$ cat src/design/atp_pkg.sv
// ----------------------------------------------------------------------------
// atp_pkg: shared types and constants of the tone picker
// Operation codes, register indexes, divider and scanner interfaces, noise table.
// ----------------------------------------------------------------------------
package atp_pkg;

  localparam int unsigned NumWidth   = 18;  // dividend width, holds 131072
  localparam int unsigned DenWidth   = 20;  // divisor width, holds 112 << 13
  localparam int unsigned NumNibbles = 32;
  localparam int unsigned WaveBits   = 4 * NumNibbles;

  localparam logic [NumWidth-1:0] SqNum    = 18'd131072;
  localparam logic [NumWidth-1:0] WaveNum  = 18'd65536;
  // 4194304 / d / 128 folds to 32768 / d
  localparam logic [NumWidth-1:0] NoiseNum = 18'd32768;

  localparam logic [11:0] PeriodSpan      = 12'd2048;
  localparam logic [3:0]  NoiseShiftLimit = 4'd14;

  localparam logic [1:0] OpService = 2'd0;
  localparam logic [1:0] OpFlush   = 2'd1;
  localparam logic [1:0] OpPause   = 2'd2;

  localparam logic [1:0] RegOutEn  = 2'd0;
  localparam logic [1:0] RegMinHz  = 2'd1;
  localparam logic [1:0] RegMaxHz  = 2'd2;

  localparam logic [1:0] ChSquare1 = 2'd0;
  localparam logic [1:0] ChSquare2 = 2'd1;
  localparam logic [1:0] ChWave    = 2'd2;
  localparam logic [1:0] ChNoise   = 2'd3;

  localparam logic [1:0] PtrReset  = 2'd3;

  typedef enum logic [4:0] {
    StIdle  = 5'b00001,
    StSel   = 5'b00010,
    StDiv   = 5'b00100,
    StCheck = 5'b01000,
    StEmit  = 5'b10000
  } state_e;

  typedef struct packed {
    logic                start;
    logic [NumWidth-1:0] num;
    logic [DenWidth-1:0] den;
  } div_req_t;

  typedef struct packed {
    logic                busy;
    logic                done;
    logic [NumWidth-1:0] quot;
  } div_rsp_t;

  typedef struct packed {
    logic       done;
    logic [2:0] mul_shift;  // log2 of the repetition multiplier
  } scan_rsp_t;

  function automatic logic [6:0] noise_div(input logic [2:0] code);
    logic [6:0] d;
    case (code)
      3'd0:    d = 7'd8;
      3'd1:    d = 7'd16;
      3'd2:    d = 7'd32;
      3'd3:    d = 7'd48;
      3'd4:    d = 7'd64;
      3'd5:    d = 7'd80;
      3'd6:    d = 7'd96;
      default: d = 7'd112;
    endcase
    return d;
  endfunction

endpackage

$ cat src/design/atp_div.sv
// ----------------------------------------------------------------------------
// atp_div: bit-serial restoring divider
// One quotient bit per cycle, dividend shifted in MSB first.
// ----------------------------------------------------------------------------
module atp_div (
  input  logic              clk_i,
  input  logic              rst_ni,
  input  atp_pkg::div_req_t req_i,
  output atp_pkg::div_rsp_t rsp_o
);
  import atp_pkg::*;

  localparam int unsigned CntW = $clog2(NumWidth);

  logic                busy_q, done_q;
  logic [CntW-1:0]     cnt_q;
  logic [NumWidth-1:0] num_q, quot_q;
  logic [DenWidth-1:0] den_q, rem_q;
  logic [DenWidth:0]   trial, diff;
  logic                ge;

  assign trial = {rem_q, num_q[NumWidth-1]};
  assign diff  = trial - {1'b0, den_q};
  assign ge    = trial >= {1'b0, den_q};

  always_ff @(posedge clk_i or negedge rst_ni) begin
    if (!rst_ni) begin
      busy_q <= 1'b0;
      done_q <= 1'b0;
      cnt_q  <= '0;
    end else if (req_i.start) begin
      busy_q <= 1'b1;
      done_q <= 1'b0;
      cnt_q  <= CntW'(NumWidth - 1);
    end else if (busy_q) begin
      cnt_q <= cnt_q - 1'b1;
      if (cnt_q == '0) begin
        busy_q <= 1'b0;
        done_q <= 1'b1;
      end
    end
  end

  always_ff @(posedge clk_i) begin
    if (req_i.start) begin
      num_q  <= req_i.num;
      den_q  <= req_i.den;
      rem_q  <= '0;
      quot_q <= '0;
    end else if (busy_q) begin
      num_q  <= {num_q[NumWidth-2:0], 1'b0};
      rem_q  <= ge ? diff[DenWidth-1:0] : trial[DenWidth-1:0];
      quot_q <= {quot_q[NumWidth-2:0], ge};
    end
  end

  assign rsp_o.busy = busy_q;
  assign rsp_o.done = done_q;
  assign rsp_o.quot = quot_q;

endmodule

$ cat src/design/atp_wscan.sv
// ----------------------------------------------------------------------------
// atp_wscan: wave table repetition scanner
// Shifts the 32 nibbles past four comparators, one nibble per cycle.
// ----------------------------------------------------------------------------
module atp_wscan (
  input  logic                          clk_i,
  input  logic                          rst_ni,
  input  logic                          load_i,
  input  logic [atp_pkg::WaveBits-1:0]  wave_i,
  output atp_pkg::scan_rsp_t            rsp_o
);
  import atp_pkg::*;

  localparam int unsigned PosW = $clog2(NumNibbles);

  logic [WaveBits-1:0] nib_q;
  logic [PosW-1:0]     pos_q;
  logic                busy_q, done_q;
  logic [3:0]          miss_q, miss_now;
  logic [3:0]          head;
  logic [2:0]          mul_shift;

  assign head = nib_q[WaveBits-1 -: 4];

  // lag p = 2 << j; only pairs whose partner lies inside the table count
  always_comb begin
    for (int j = 0; j < 4; j++) begin
      miss_now[j] = (head != nib_q[WaveBits-1-4*(2<<j) -: 4]) &&
                    (pos_q < PosW'(NumNibbles - (2 << j)));
    end
  end

  always_ff @(posedge clk_i or negedge rst_ni) begin
    if (!rst_ni) begin
      busy_q <= 1'b0;
      done_q <= 1'b0;
      pos_q  <= '0;
      miss_q <= '0;
    end else if (load_i) begin
      busy_q <= 1'b1;
      done_q <= 1'b0;
      pos_q  <= '0;
      miss_q <= '0;
    end else if (busy_q) begin
      miss_q <= miss_q | miss_now;
      pos_q  <= pos_q + 1'b1;
      if (pos_q == PosW'(NumNibbles - 1)) begin
        busy_q <= 1'b0;
        done_q <= 1'b1;
      end
    end
  end

  always_ff @(posedge clk_i) begin
    if (load_i) begin
      nib_q <= wave_i;
    end else if (busy_q) begin
      nib_q <= {nib_q[WaveBits-5:0], 4'h0};
    end
  end

  always_comb begin
    if (!miss_q[0]) begin
      mul_shift = 3'd4;
    end else if (!miss_q[1]) begin
      mul_shift = 3'd3;
    end else if (!miss_q[2]) begin
      mul_shift = 3'd2;
    end else if (!miss_q[3]) begin
      mul_shift = 3'd1;
    end else begin
      mul_shift = 3'd0;
    end
  end

  assign rsp_o.mul_shift = mul_shift;
  assign rsp_o.done      = done_q;

endmodule

$ cat src/design/apu_tone_picker_top.sv
// ----------------------------------------------------------------------------
// apu_tone_picker_top: per-frame tone picker for one square-wave output
// Round-robin over four channel snapshots, shared serial divider, APB registers.
// ----------------------------------------------------------------------------
// With the output enabled, flush and pause words load the result register, and the
// emit state then loads the output word once the output register is free. Service
// frame: select alone for a silent channel; select, divider steps, handover, check
// for a divided one; then the emit state loads the output and returns to idle.
// A wave channel checked before the 32-nibble scan is through waits in check for it.
// Reset: pointer to 3, registers to their reset values, no result pending.
module apu_tone_picker_top (
  input  logic        clk_i,
  input  logic        rst_ni,
  input  logic        psel,
  input  logic        penable,
  input  logic        pwrite,
  input  logic [3:0]  paddr,
  input  logic [31:0] pwdata,
  output logic [31:0] prdata,
  output logic        pready,
  input  logic        in_valid_i,
  output logic        in_ready_o,
  input  logic [1:0]  operation_i,
  input  logic [3:0]  chan_active_i,
  input  logic [10:0] square1_period_i,
  input  logic [10:0] square2_period_i,
  input  logic [10:0] wave_period_i,
  input  logic [3:0]  noise_shift_i,
  input  logic [2:0]  noise_divisor_code_i,
  input  logic [63:0] wave_ram_high_i,
  input  logic [63:0] wave_ram_low_i,
  output logic        out_valid_o,
  input  logic        out_ready_i,
  output logic        tone_on_o,
  output logic [15:0] tone_hz_o,
  output logic [1:0]  source_channel_o
);
  import atp_pkg::*;

  localparam int unsigned ToneW = NumWidth + 3;

  // configuration
  logic        oe_q;
  logic [15:0] min_q, max_q;
  logic        cfg_wr;

  assign pready = 1'b1;
  assign cfg_wr = psel && penable && pwrite && pready;

  always_ff @(posedge clk_i or negedge rst_ni) begin
    if (!rst_ni) begin
      oe_q  <= 1'b0;
      min_q <= 16'd65;
      max_q <= 16'd16000;
    end else if (cfg_wr) begin
      case (paddr[3:2])
        RegOutEn: oe_q  <= pwdata[0];
        RegMinHz: min_q <= pwdata[15:0];
        RegMaxHz: max_q <= pwdata[15:0];
        default:  ;
      endcase
    end
  end

  always_comb begin
    case (paddr[3:2])
      RegOutEn: prdata = {31'b0, oe_q};
      RegMinHz: prdata = {16'b0, min_q};
      RegMaxHz: prdata = {16'b0, max_q};
      default:  prdata = '0;
    endcase
  end

  // sequencer
  state_e      st_q, st_d;
  logic [1:0]  ptr_q, ptr_d, cur_q, cur_d, cnt_q, cnt_d;
  logic        out_valid_q, out_valid_d;
  logic        in_acc, out_load, res_load;
  logic        res_on_d;
  logic [15:0] res_hz_d;
  logic [1:0]  res_src_d;

  // snapshot and result words
  logic [3:0]  active_q;
  logic [10:0] sq1_q, sq2_q, wper_q;
  logic [3:0]  nsh_q;
  logic [2:0]  ncode_q;
  logic        res_on_q, out_on_q;
  logic [15:0] res_hz_q, out_hz_q;
  logic [1:0]  res_src_q, out_src_q;

  div_req_t  div_req;
  div_rsp_t  div_rsp;
  scan_rsp_t scan_rsp;
  logic      scan_load;
  logic      div_start;

  logic             chan_live, fits, advance;
  logic [ToneW-1:0] tone;

  assign in_ready_o = (st_q == StIdle);
  assign in_acc     = in_valid_i && in_ready_o;

  atp_div u_div (
    .clk_i  (clk_i),
    .rst_ni (rst_ni),
    .req_i  (div_req),
    .rsp_o  (div_rsp)
  );

  atp_wscan u_wscan (
    .clk_i  (clk_i),
    .rst_ni (rst_ni),
    .load_i (scan_load),
    .wave_i ({wave_ram_high_i, wave_ram_low_i}),
    .rsp_o  (scan_rsp)
  );

  assign chan_live = active_q[cur_q] && !(cur_q == ChNoise && nsh_q >= NoiseShiftLimit);

  always_comb begin
    div_req.start = div_start;
    case (cur_q)
      ChSquare1: begin
        div_req.num = SqNum;
        div_req.den = DenWidth'(PeriodSpan - {1'b0, sq1_q});
      end
      ChSquare2: begin
        div_req.num = SqNum;
        div_req.den = DenWidth'(PeriodSpan - {1'b0, sq2_q});
      end
      ChWave: begin
        div_req.num = WaveNum;
        div_req.den = DenWidth'(PeriodSpan - {1'b0, wper_q});
      end
      default: begin
        div_req.num = NoiseNum;
        div_req.den = DenWidth'(noise_div(ncode_q)) << nsh_q;
      end
    endcase
  end

  assign tone = (cur_q == ChWave) ? (ToneW'(div_rsp.quot) << scan_rsp.mul_shift)
                                  : ToneW'(div_rsp.quot);
  assign fits = (tone != '0) && (tone >= ToneW'(min_q)) && (tone <= ToneW'(max_q));

  always_comb begin
    st_d        = st_q;
    ptr_d       = ptr_q;
    cur_d       = cur_q;
    cnt_d       = cnt_q;
    res_load    = 1'b0;
    res_on_d    = 1'b0;
    res_hz_d    = '0;
    res_src_d   = '0;
    out_load    = 1'b0;
    scan_load   = 1'b0;
    div_start   = 1'b0;
    advance     = 1'b0;

    case (st_q)
      StIdle: begin
        if (in_acc) begin
          case (operation_i)
            OpFlush: begin
              ptr_d = PtrReset;
              if (oe_q) begin
                res_load = 1'b1;
                st_d     = StEmit;
              end
            end
            OpPause: begin
              if (oe_q) begin
                res_load = 1'b1;
                st_d     = StEmit;
              end
            end
            OpService: begin
              if (oe_q) begin
                ptr_d     = ptr_q + 1'b1;
                cur_d     = ptr_q + 1'b1;
                cnt_d     = '0;
                scan_load = 1'b1;
                st_d      = StSel;
              end
            end
            default: ;
          endcase
        end
      end
      StSel: begin
        if (chan_live) begin
          div_start = 1'b1;
          st_d      = StDiv;
        end else begin
          advance = 1'b1;
        end
      end
      StDiv: begin
        if (div_rsp.done) begin
          st_d = StCheck;
        end
      end
      StCheck: begin
        if (cur_q != ChWave || scan_rsp.done) begin
          if (fits) begin
            res_load  = 1'b1;
            res_on_d  = 1'b1;
            res_hz_d  = tone[15:0];
            res_src_d = cur_q;
            st_d      = StEmit;
          end else begin
            advance = 1'b1;
          end
        end
      end
      StEmit: begin
        if (!out_valid_q || out_ready_i) begin
          out_load = 1'b1;
          st_d     = StIdle;
        end
      end
      default: st_d = StIdle;
    endcase

    // last of four channels falls through to silence
    if (advance) begin
      if (cnt_q == 2'd3) begin
        res_load = 1'b1;
        st_d     = StEmit;
      end else begin
        cnt_d = cnt_q + 1'b1;
        cur_d = cur_q + 1'b1;
        st_d  = StSel;
      end
    end
  end

  always_comb begin
    out_valid_d = out_valid_q;
    if (out_load) begin
      out_valid_d = 1'b1;
    end else if (out_ready_i) begin
      out_valid_d = 1'b0;
    end
  end

  always_ff @(posedge clk_i or negedge rst_ni) begin
    if (!rst_ni) begin
      st_q        <= StIdle;
      ptr_q       <= PtrReset;
      cur_q       <= '0;
      cnt_q       <= '0;
      out_valid_q <= 1'b0;
    end else begin
      st_q        <= st_d;
      ptr_q       <= ptr_d;
      cur_q       <= cur_d;
      cnt_q       <= cnt_d;
      out_valid_q <= out_valid_d;
    end
  end

  always_ff @(posedge clk_i) begin
    if (in_acc) begin
      active_q <= chan_active_i;
      sq1_q    <= square1_period_i;
      sq2_q    <= square2_period_i;
      wper_q   <= wave_period_i;
      nsh_q    <= noise_shift_i;
      ncode_q  <= noise_divisor_code_i;
    end
    if (res_load) begin
      res_on_q  <= res_on_d;
      res_hz_q  <= res_hz_d;
      res_src_q <= res_src_d;
    end
    if (out_load) begin
      out_on_q  <= res_on_q;
      out_hz_q  <= res_hz_q;
      out_src_q <= res_src_q;
    end
  end

  assign out_valid_o      = out_valid_q;
  assign tone_on_o        = out_on_q;
  assign tone_hz_o        = out_hz_q;
  assign source_channel_o = out_src_q;

  a_tone_in_limits: assert property (@(posedge clk_i) disable iff (!rst_ni)
    (out_valid_o && tone_on_o) |->
      (tone_hz_o != 16'd0 && tone_hz_o >= min_q && tone_hz_o <= max_q))
    else $error("tone outside limits");

  a_silent_clean: assert property (@(posedge clk_i) disable iff (!rst_ni)
    (out_valid_o && !tone_on_o) |-> (tone_hz_o == 16'd0 && source_channel_o == 2'd0))
    else $error("silent word carries data");

  a_flush_ptr: assert property (@(posedge clk_i) disable iff (!rst_ni)
    (in_acc && operation_i == OpFlush) |=> (ptr_q == PtrReset))
    else $error("flush left pointer");

  a_idle_div: assert property (@(posedge clk_i) disable iff (!rst_ni)
    (st_q == StIdle) |-> !div_rsp.busy)
    else $error("divider busy in idle");

endmodule

$ cat config.mk
export PLATFORM = sky130hd
export DESIGN_NAME = apu_tone_picker_top
export DESIGN_NICKNAME = d
export VERILOG_FILES = /design/src/design/atp_pkg.sv /design/src/design/atp_div.sv /design/src/design/atp_wscan.sv /design/src/design/apu_tone_picker_top.sv
export SDC_FILE = /design/constraint.sdc
export NUM_CORES = 1
export LEC_CHECK = 0
export ABC_AREA = 1
export BUFFER_PORTS_ARGS = -buffer_cell sky130_fd_sc_hd__clkbuf_2
export CORE_AREA = 2 2 194 177
export CTS_CLUSTER_DIAMETER = 200
export DETAILED_ROUTE_END_ITERATION = 8
export DIE_AREA = 0 0 196 179
export PLACE_DENSITY = 0.84
export SLEW_MARGIN = 10
export SYNTH_ARGS = -nofsm -noshare
export SYNTH_HDL_FRONTEND = slang
export SYNTH_SLANG_ARGS = --single-unit
$ cat constraint.sdc
create_clock -name clk_i -period 4.6 [get_ports clk_i]
set_clock_uncertainty 0.2 [all_clocks]
set_input_delay 0.92 -clock clk_i [delete_from_list [all_inputs] [get_ports clk_i]]
set_output_delay 0.92 -clock clk_i [all_outputs]
set_load 0.02 [all_outputs]
==> Flow_metrics.wiki, run 1 <==
{| class="wikitable"
! Metric !! Value
|-
| Run status || completed
|-
| Average cell area after synthesis || 8.97 um^2
|-
| Starting DRC count in detailed routing || 1150
|-
| Number of placed I/O pins || 271
|-
| Total Die Area || 0.0351 mm^2
|-
| Clock input transition at the sequential cells of the worst setup and hold paths || 0.06 ns
|-
| Buffer count from post-CTS setup fixing || 0
|-
| Number of input and output port buffers inserted || 235
|-
| Placeable core region || 0.0333 mm^2
|-
| Final critical-path setup slack || 0.198 ns
|-
| Detailed-router iteration count before antenna repair || 5
|-
| Storage element area || 0.00935 mm^2
|-
| Clock sinks || 334
|-
| Aggregate global routing overflow || 0
|-
| PD cells || 620 mW/mm^2
|-
| Final Max Slew Viols || 0
|-
| Final worst path period share || 0.957
|-
| Final hold vios || 0
|-
| Overall die height || 179 um
|-
| RSZ-0062 raised after global routing || no
|-
| CP Class || register to register
|-
| Antenna-violating nets left || 0
|-
| Post-synth top area share || 0.413
|-
| Maximum fanout count along the critical path || 20
|-
| Hold crit path type || register to register
|-
| Category of the worst setup path launch point || register
|-
| Min Clock Period, post-route || 4.40 ns
|-
| Filler Cells Inserted || 2774
|-
| Tot GR Track Use || 0.227
|-
| Largest net degree at the start of global routing || 104
|-
| Cell accounting for the most synthesized area || edfxtp_1
|-
| Effective utilization at floorplan || 0.508
|-
| Max IR drop VDD || 0.349 mV
|-
| Sequential cell area fraction in the yosys report || 0.552
|-
| Most numerous cell in the Yosys netlist || nand2_1
|-
| Hold-fix buffer count after cts || 0
|-
| CTS tree || yes
|-
| Root Buffer Master || clkbuf_16
|-
| Multi-input gate area || 0.00646 mm^2
|-
| Crit path required time || 4.59 ns
|-
| Internal cell power || 7.68 mW
|-
| Power share of the combinational group || 0.346
|-
| HPWL after detailed placement || 28600 um
|-
| Number of H-tree branching levels || 2
|-
| Number of storage elements in the synthesis netlist || 334
|-
| Wire length per cell || 15.6 um
|-
| Final Routed Wirelength || 40000 um
|-
| Deepest clock path buffer count || 3
|-
| Mapped Area || 0.0169 mm^2
|-
| Net count reported at finish || 2393
|-
| Transition time at the pin with the least slew margin || 0.983 ns
|-
| Number of rows created at floorplan || 64
|-
| Setup_tns || 0 ns
|-
| Routed via count || 13800
|-
| Biggest area contributors in the synthesized netlist || edfxtp_1 (41%), nand2_1 (14%), dfrtp_1 (7.7%)
|-
| Clk Latency, worst-skew pair || 0.52 ns
|-
| Count of mapped cells out of synthesis || 1889
|-
| RD Place Congestion || 0.917
|-
| Leakage || 9.21 nW
|-
| NetSw || 4.44 mW
|-
| Number of distinct library cell variants in the gate-level netlist after synthesis || 56
|-
| CTS Buf Count || 36
|-
| Count of flip-flops with a built-in enable after synthesis || 233
|-
| Clock power share || 0.231
|-
| DRC viols || 0
|-
| Per-cell via count in the routed design || 5.37
|-
| Final setup violation count || 0
|-
| Most used standard cells in the synthesized netlist || nand2_1 (647), edfxtp_1 (233), inv_1 (187)
|-
| Fraction of final layout cells sized beyond drive strength 1 || 0.172
|-
| Vias in the first global route || 13300
|-
| Initial antenna violation count || 3
|-
| Top achievable clock speed || 227 MHz
|-
| Setup crit end kind || register
|-
| Yosys Warn Count || 0
|-
| Arrival time of data at the critical path endpoint || 4.39 ns
|-
| Worst setup slack before clock tree synthesis || 0.323 ns
|-
| Wire length of the first global-routing pass || 64200 um
|-
| Finished Cell Area || 0.0196 mm^2
|-
| Post-cts sizing count || 0
|-
| Area growth from synthesis to final layout || 15.5%
|-
| Seq pwr share || 0.423
|-
| Die extent in x || 196 um
|-
| Switching portion of total power || 0.366
|-
| Worst max-slew margin expressed relative to the limit || 0.344
|-
| Total of max-cap violations || 0
|-
| Asr flop ratio synth || 0.189
|-
| Instance area after placement || 0.0184 mm^2
|-
| Dominant synthesized flop cell || edfxtp_1
|}
## registers in the layout (all words and copies together) (netlist names), 5 cells and up
name,flops
sq2_q,11
wper_q,11
tone_hz_o,16
u_div.den_q,20
max_q,16
u_div.quot_q,18
u_wscan.nib_q,128
st_q,5
res_hz_q,16
u_div.rem_q,20
sq1_q,11
u_wscan.pos_q,5
min_q,16
u_div.cnt_q,5
## cell type report
cell class,instances,area share
inverter,196,0.0380
clock inverter,16,0.00729
clock buffer,48,0.0510
sequential,334,0.478
antenna,3,0.000384
timing repair buffer,255,0.0678
tap,429,0.0274
multi-input combinational,1288,0.330
## worst max-delay path: stages (launching register included)
cell,delay [ns]
dfrtp_1,0.44
inv_1,0.19
ha_1,0.29
buf_4,0.23
or2_2,0.30
nand2_1,0.21
inv_1,0.12
ha_1,0.33
nand2_1,0.07
nor3_1,0.27
o21ai_0,0.14
a21oi_1,0.16
o21ai_0,0.09
nand2_1,0.09
nand4_2,0.17
or2_1,0.29
nor2_4,0.11
inv_2,0.04
nand3_1,0.06
buf_4,0.27
## power groups by stage
| stage | logic, mW | clock network, mW | registers, mW |
|---|---|---|---|
| finish | 4.20 | 2.80 | 5.13 |
| global route | 4.75 | 2.96 | 5.23 |
| CTS | 4.17 | 2.85 | 5.13 |
| detailed placement | 4.15 | 0 | 5.17 |
| global placement | 3.96 | 0 | 5.13 |
| floorplan | 3.05 | 0 | 5.05 |
## placed cells by master, fill, tap and decap left out, types with 20 or more instances in the layout
cell       instances
a21oi_1           90
a22oi_1           24
buf_4             20
clkbuf_16         37
clkbuf_2         234
dfrtp_1           52
dfxtp_1           38
edfxtp_1         233
ha_1              64
inv_1            187
nand2_1          646
nand3_1           99
nor2_1            80
o21ai_0           92
o22ai_1           23
## per-layer routing
layer,vias up,track usage,wire length [um]
li1,6720,-,-
met1,6410,0.290,16500
met2,571,0.391,19500
met3,92,0.0425,2920
met4,0,0.0754,1160
met5,-,0,0
## path summary, 6_finish.rpt
| path | from | endpoint | slack (ns) | cells past startpoint |
|---|---|---|---|---|
| setup / recovery | cur_q[0] | res_hz_q[13] | 0.20 | 19 |
| hold / removal | res_hz_q[11] | tone_hz_o[11] | 0.22 | 0 |
| setup reg to reg | cur_q[0] | res_hz_q[13] | 0.20 | 19 |
| hold reg to reg | res_hz_q[11] | tone_hz_o[11] | 0.22 | 0 |
| max in group asynchronous | rst_ni | max_q[13] | 3.00 | 2 |
| min in group asynchronous | rst_ni | u_div.done_q | 0.26 | 1 |
## cell families after synthesis
| kind of cell | synth area share |
|---|---|
| and+or+nand+nor | 0.220 |
| DFF | 0.552 |
| buffers and inverters | 0.0712 |
| AOI/OAI and AO/OA | 0.0952 |
| adders and majority gates | 0.0485 |
| xor gates and xnor gates | 0.0124 |
| other | 0.000443 |
## through the flow
step	cells	hold slack, ns	util	total power [mW]
final	2569	0.217	0.587	12.1
after global routing	2569	0.229	0.587	12.9
after CTS	2566	0.218	0.587	12.1
after detailed placement	2502	0.205	0.553	9.32
after global placement	2502	0.201	0.553	9.09
after floorplan	1904	0.200	-	8.11
No activity file was read; power rests on OpenSTA's default activity.
==> run 2: changes to the inputs <==
- CORE_AREA: 2 2 194 177 -> 3 3 195 178
- DIE_AREA: 0 0 196 179 -> 0 0 198 181
==> run 2 against run 1 <==
Net effect:
- global-route usage shrank 0.40 points
- critical endpoint is now res_hz_q[4]
- die area is 2.1% higher
- total power down 0.30%
- flip-flop and latch count did not move
- final cell count shrank 0.23%
- non-clock buffer count is the same
==> Flow_metrics.wiki, run 2 (synthesis results as in run 1) <==
{| class="wikitable"
! Metric !! Value
|-
| Total Die Area || 0.0358 mm^2 (+2.1%)
|-
| Setup crit end kind || register
|-
| Wire length of the first global-routing pass || 65600 um (+2.1%)
|-
| DRC viols || 0 (unchanged)
|-
| CTS Buf Count || 36 (unchanged)
|-
| Hold crit path type || register to register
|-
| Buffer count from post-CTS setup fixing || 0 (unchanged)
|-
| Run status || completed
|-
| Clock input transition at the sequential cells of the worst setup and hold paths || 0.06 ns (about the same)
|-
| Total buffers and inverters traversed by the critical path || 3 (-2)
|-
| Final Routed Wirelength || 40200 um (+0.52%)
|-
| Wire length per cell || 15.7 um (+0.75%)
|-
| Fraction of final layout cells sized beyond drive strength 1 || 0.169 (-0.00297)
|-
| Post-cts sizing count || 0 (unchanged)
|-
| Category of the worst setup path launch point || register
|-
| Maximum fanout count along the critical path || 23 (+15%)
|-
| RR Startpoint || u_wscan.miss_q[2]
|-
| Die extent in x || 198 um (+1.0%)
|-
| RD Place Congestion || 0.935 (+2.0%)
|-
| Clk Latency, worst-skew pair || 0.53 ns (about the same)
|-
| Ordered list of cells on the worst path || nand2_2 -> nand2_4 -> nand2_4 -> nand2_2 -> nand3_1 -> nand3_1 -> nand2_1 -> inv_1 -> ha_1 -> nand4_1 -> nor3_1 -> o21ai_0 -> a21oi_1 -> o21ai_0 -> nand2_1 -> nand4_2 -> or2_1 -> nor2_4 -> inv_2 -> nand3_1 -> buf_4
|-
| Tot GR Track Use || 0.223 (-0.00401)
|-
| Number of rows created at floorplan || 63 (-1.6%)
|-
| Leading cell type in the layout, fill and taps excluded || nand2_1
|-
| Final setup violation count || 0 (unchanged)
|-
| Flop2flop setup slack || 0.34 ns (+0.14 ns)
|-
| Worst hold path cell count || 0 (unchanged)
|-
| Worst max-slew margin expressed relative to the limit || 0.291 (-0.0534)
|-
| Length of routed met3 wiring || 3320 um (+14%)
|-
| Final Max Slew Viols || 0 (unchanged)
|-
| Hold Path Sink || tone_hz_o[5]
|-
| CTS tree || yes
|-
| Total design power || 12.1 mW (-0.30%)
|-
| Cell with the biggest individual delay on the critical path || dfrtp_1
|-
| Arrival time of data at the critical path endpoint || 4.27 ns (-0.12 ns)
|-
| Met2 Wirelength || 19600 um (+0.90%)
|-
| Placeable core region || 0.0328 mm^2 (-1.6%)
|-
| Deepest clock path buffer count || 3 (unchanged)
|-
| Clock sinks || 334 (unchanged)
|-
| Hold Path Origin || res_hz_q[5]
|-
| Leakage || 9.18 nW (-0.23%)
|-
| Routed via count || 13700 (-1.0%)
|-
| Register with the most flip-flops || u_wscan.nib_q
|-
| Number of placed I/O pins || 271 (unchanged)
|-
| Biggest cell delay along the critical path || 0.41 ns (-0.03 ns)
|-
| Max IR drop VDD || 0.403 mV (+16%)
|-
| Vias in the first global route || 13500 (+1.5%)
|-
| HPWL after detailed placement || 28900 um (+1.0%)
|-
| Aggregate global routing overflow || 0 (unchanged)
|-
| Antenna-violating nets left || 0 (unchanged)
|-
| Area growth from synthesis to final layout || 15.5% (about the same)
|-
| Number of input and output port buffers inserted || 235 (unchanged)
|-
| Overall die height || 181 um (+1.1%)
|-
| RSZ-0062 raised after global routing || no
|-
| Min Clock Period, post-route || 4.26 ns (-0.140 ns)
|-
| Root Buffer Master || clkbuf_16
|-
| Effective utilization at floorplan || 0.516 (+0.00807)
|-
| Registers with the most flip-flops || u_wscan.nib_q x128, u_div.den_q x20, u_div.rem_q x20
|-
| Number of cells on the worst reg-to-reg path || 21 (+2)
|-
| Starting DRC count in detailed routing || 1018 (-11%)
|-
| Met1 Routed Length || 16600 um (+0.70%)
|-
| Final worst path period share || 0.927 (-0.0304)
|-
| Initial antenna violation count || 2 (-1)
|-
| Setup_tns || 0 ns (unchanged)
|-
| PD cells || 618 mW/mm^2 (-0.29%)
|-
| Highest-count cells in the layout ignoring fill and taps || nand2_1 (646), clkbuf_2 (234), edfxtp_1 (233)
|-
| Kind of cell adding the most delay to the critical path || simple AND/OR/NAND/NOR gates
|-
| Cell mode on critical path || nand3_1
|-
| Detailed-router iteration count before antenna repair || 5 (unchanged)
|-
| Crit path required time || 4.61 ns (+0.02 ns)
|-
| Transition time at the pin with the least slew margin || 1.06 ns (+0.0762 ns)
|-
| Largest net degree at the start of global routing || 108 (+3.8%)
|-
| Uppermost layer routed || met4
|-
| Capturing point of the worst reg2reg path || res_hz_q[4]
|-
| Net count reported at finish || 2393 (unchanged)
|-
| Hold-fix buffer count after cts || 0 (unchanged)
|-
| CP Class || register to register
|-
| Top achievable clock speed || 235 MHz (+3.3%)
|-
| Per-cell via count in the routed design || 5.33 (-0.80%)
|-
| Total of max-cap violations || 0 (unchanged)
|-
| Final hold vios || 0 (unchanged)
|-
| Number of H-tree branching levels || 2 (unchanged)
|-
| Largest register FFs || 128 (unchanged)
|}
-- run 2: changes by cell type in the layout (fill, tap and decap cells not counted), sizes merged --
| cell | previous run | this run |
|---|---|---|
| clkinv | 11 | 6 |
| clkbuf | 282 | 289 |
| inv | 198 | 197 |
| bufinv | 2 | 1 |
| diode | 3 | 2 |
| clkinvlp | 1 | 3 |
-- run 2: worst max path at each step --
stage | end | startpoint | cells past startpoint
after floorplan | u_wscan.nib_q[0] | st_q[0] | 7
after global placement | res_hz_q[2] | cur_q[0] | 21
after detailed placement | res_hz_q[3] | cur_q[0] | 21
after CTS | res_hz_q[4] | cur_q[0] | 21
after global routing | res_hz_q[4] | u_wscan.miss_q[2] | 21
final | res_hz_q[4] | u_wscan.miss_q[2] | 21
-- run 2: metrics by stage --
| stage | util | std cells | setup WS [ns] | hold slack [ns] | cell area (um^2) |
|---|---|---|---|---|---|
| floorplan | - | 1904 | 0.386 | 0.200 | 17000 |
| global placement | 0.562 | 2495 | 0.366 | 0.205 | 18400 |
| detailed placement | 0.562 | 2495 | 0.300 | 0.205 | 18400 |
| CTS | 0.596 | 2561 | 0.275 | 0.220 | 19600 |
| global route | 0.596 | 2563 | 0.0139 | 0.226 | 19600 |
| finish | 0.596 | 2563 | 0.338 | 0.218 | 19600 |
-- run 2: layer usage --
layer  up-vias  GRT usage
li1       6718          -
met5         -          0
met1      6317      0.293
met2       556      0.377
met4         0     0.0563
met3        60     0.0479
-- run 2: final cells by class --
cell class,instances,area [um^2]
antenna,2,5.00
clock buffer,55,1000
clock inverter,11,123
fill,2700,13200
inverter,196,743
multi-input combinational,1288,6460
sequential,334,9350
tap,422,528
timing repair buffer,255,1350
-- run 2: where the power goes --
group	total, mW	internal, mW	switching, mW
combinational	4.21	1.43	2.78
sequential	5.11	4.63	0.489
clock	2.77	1.58	1.18
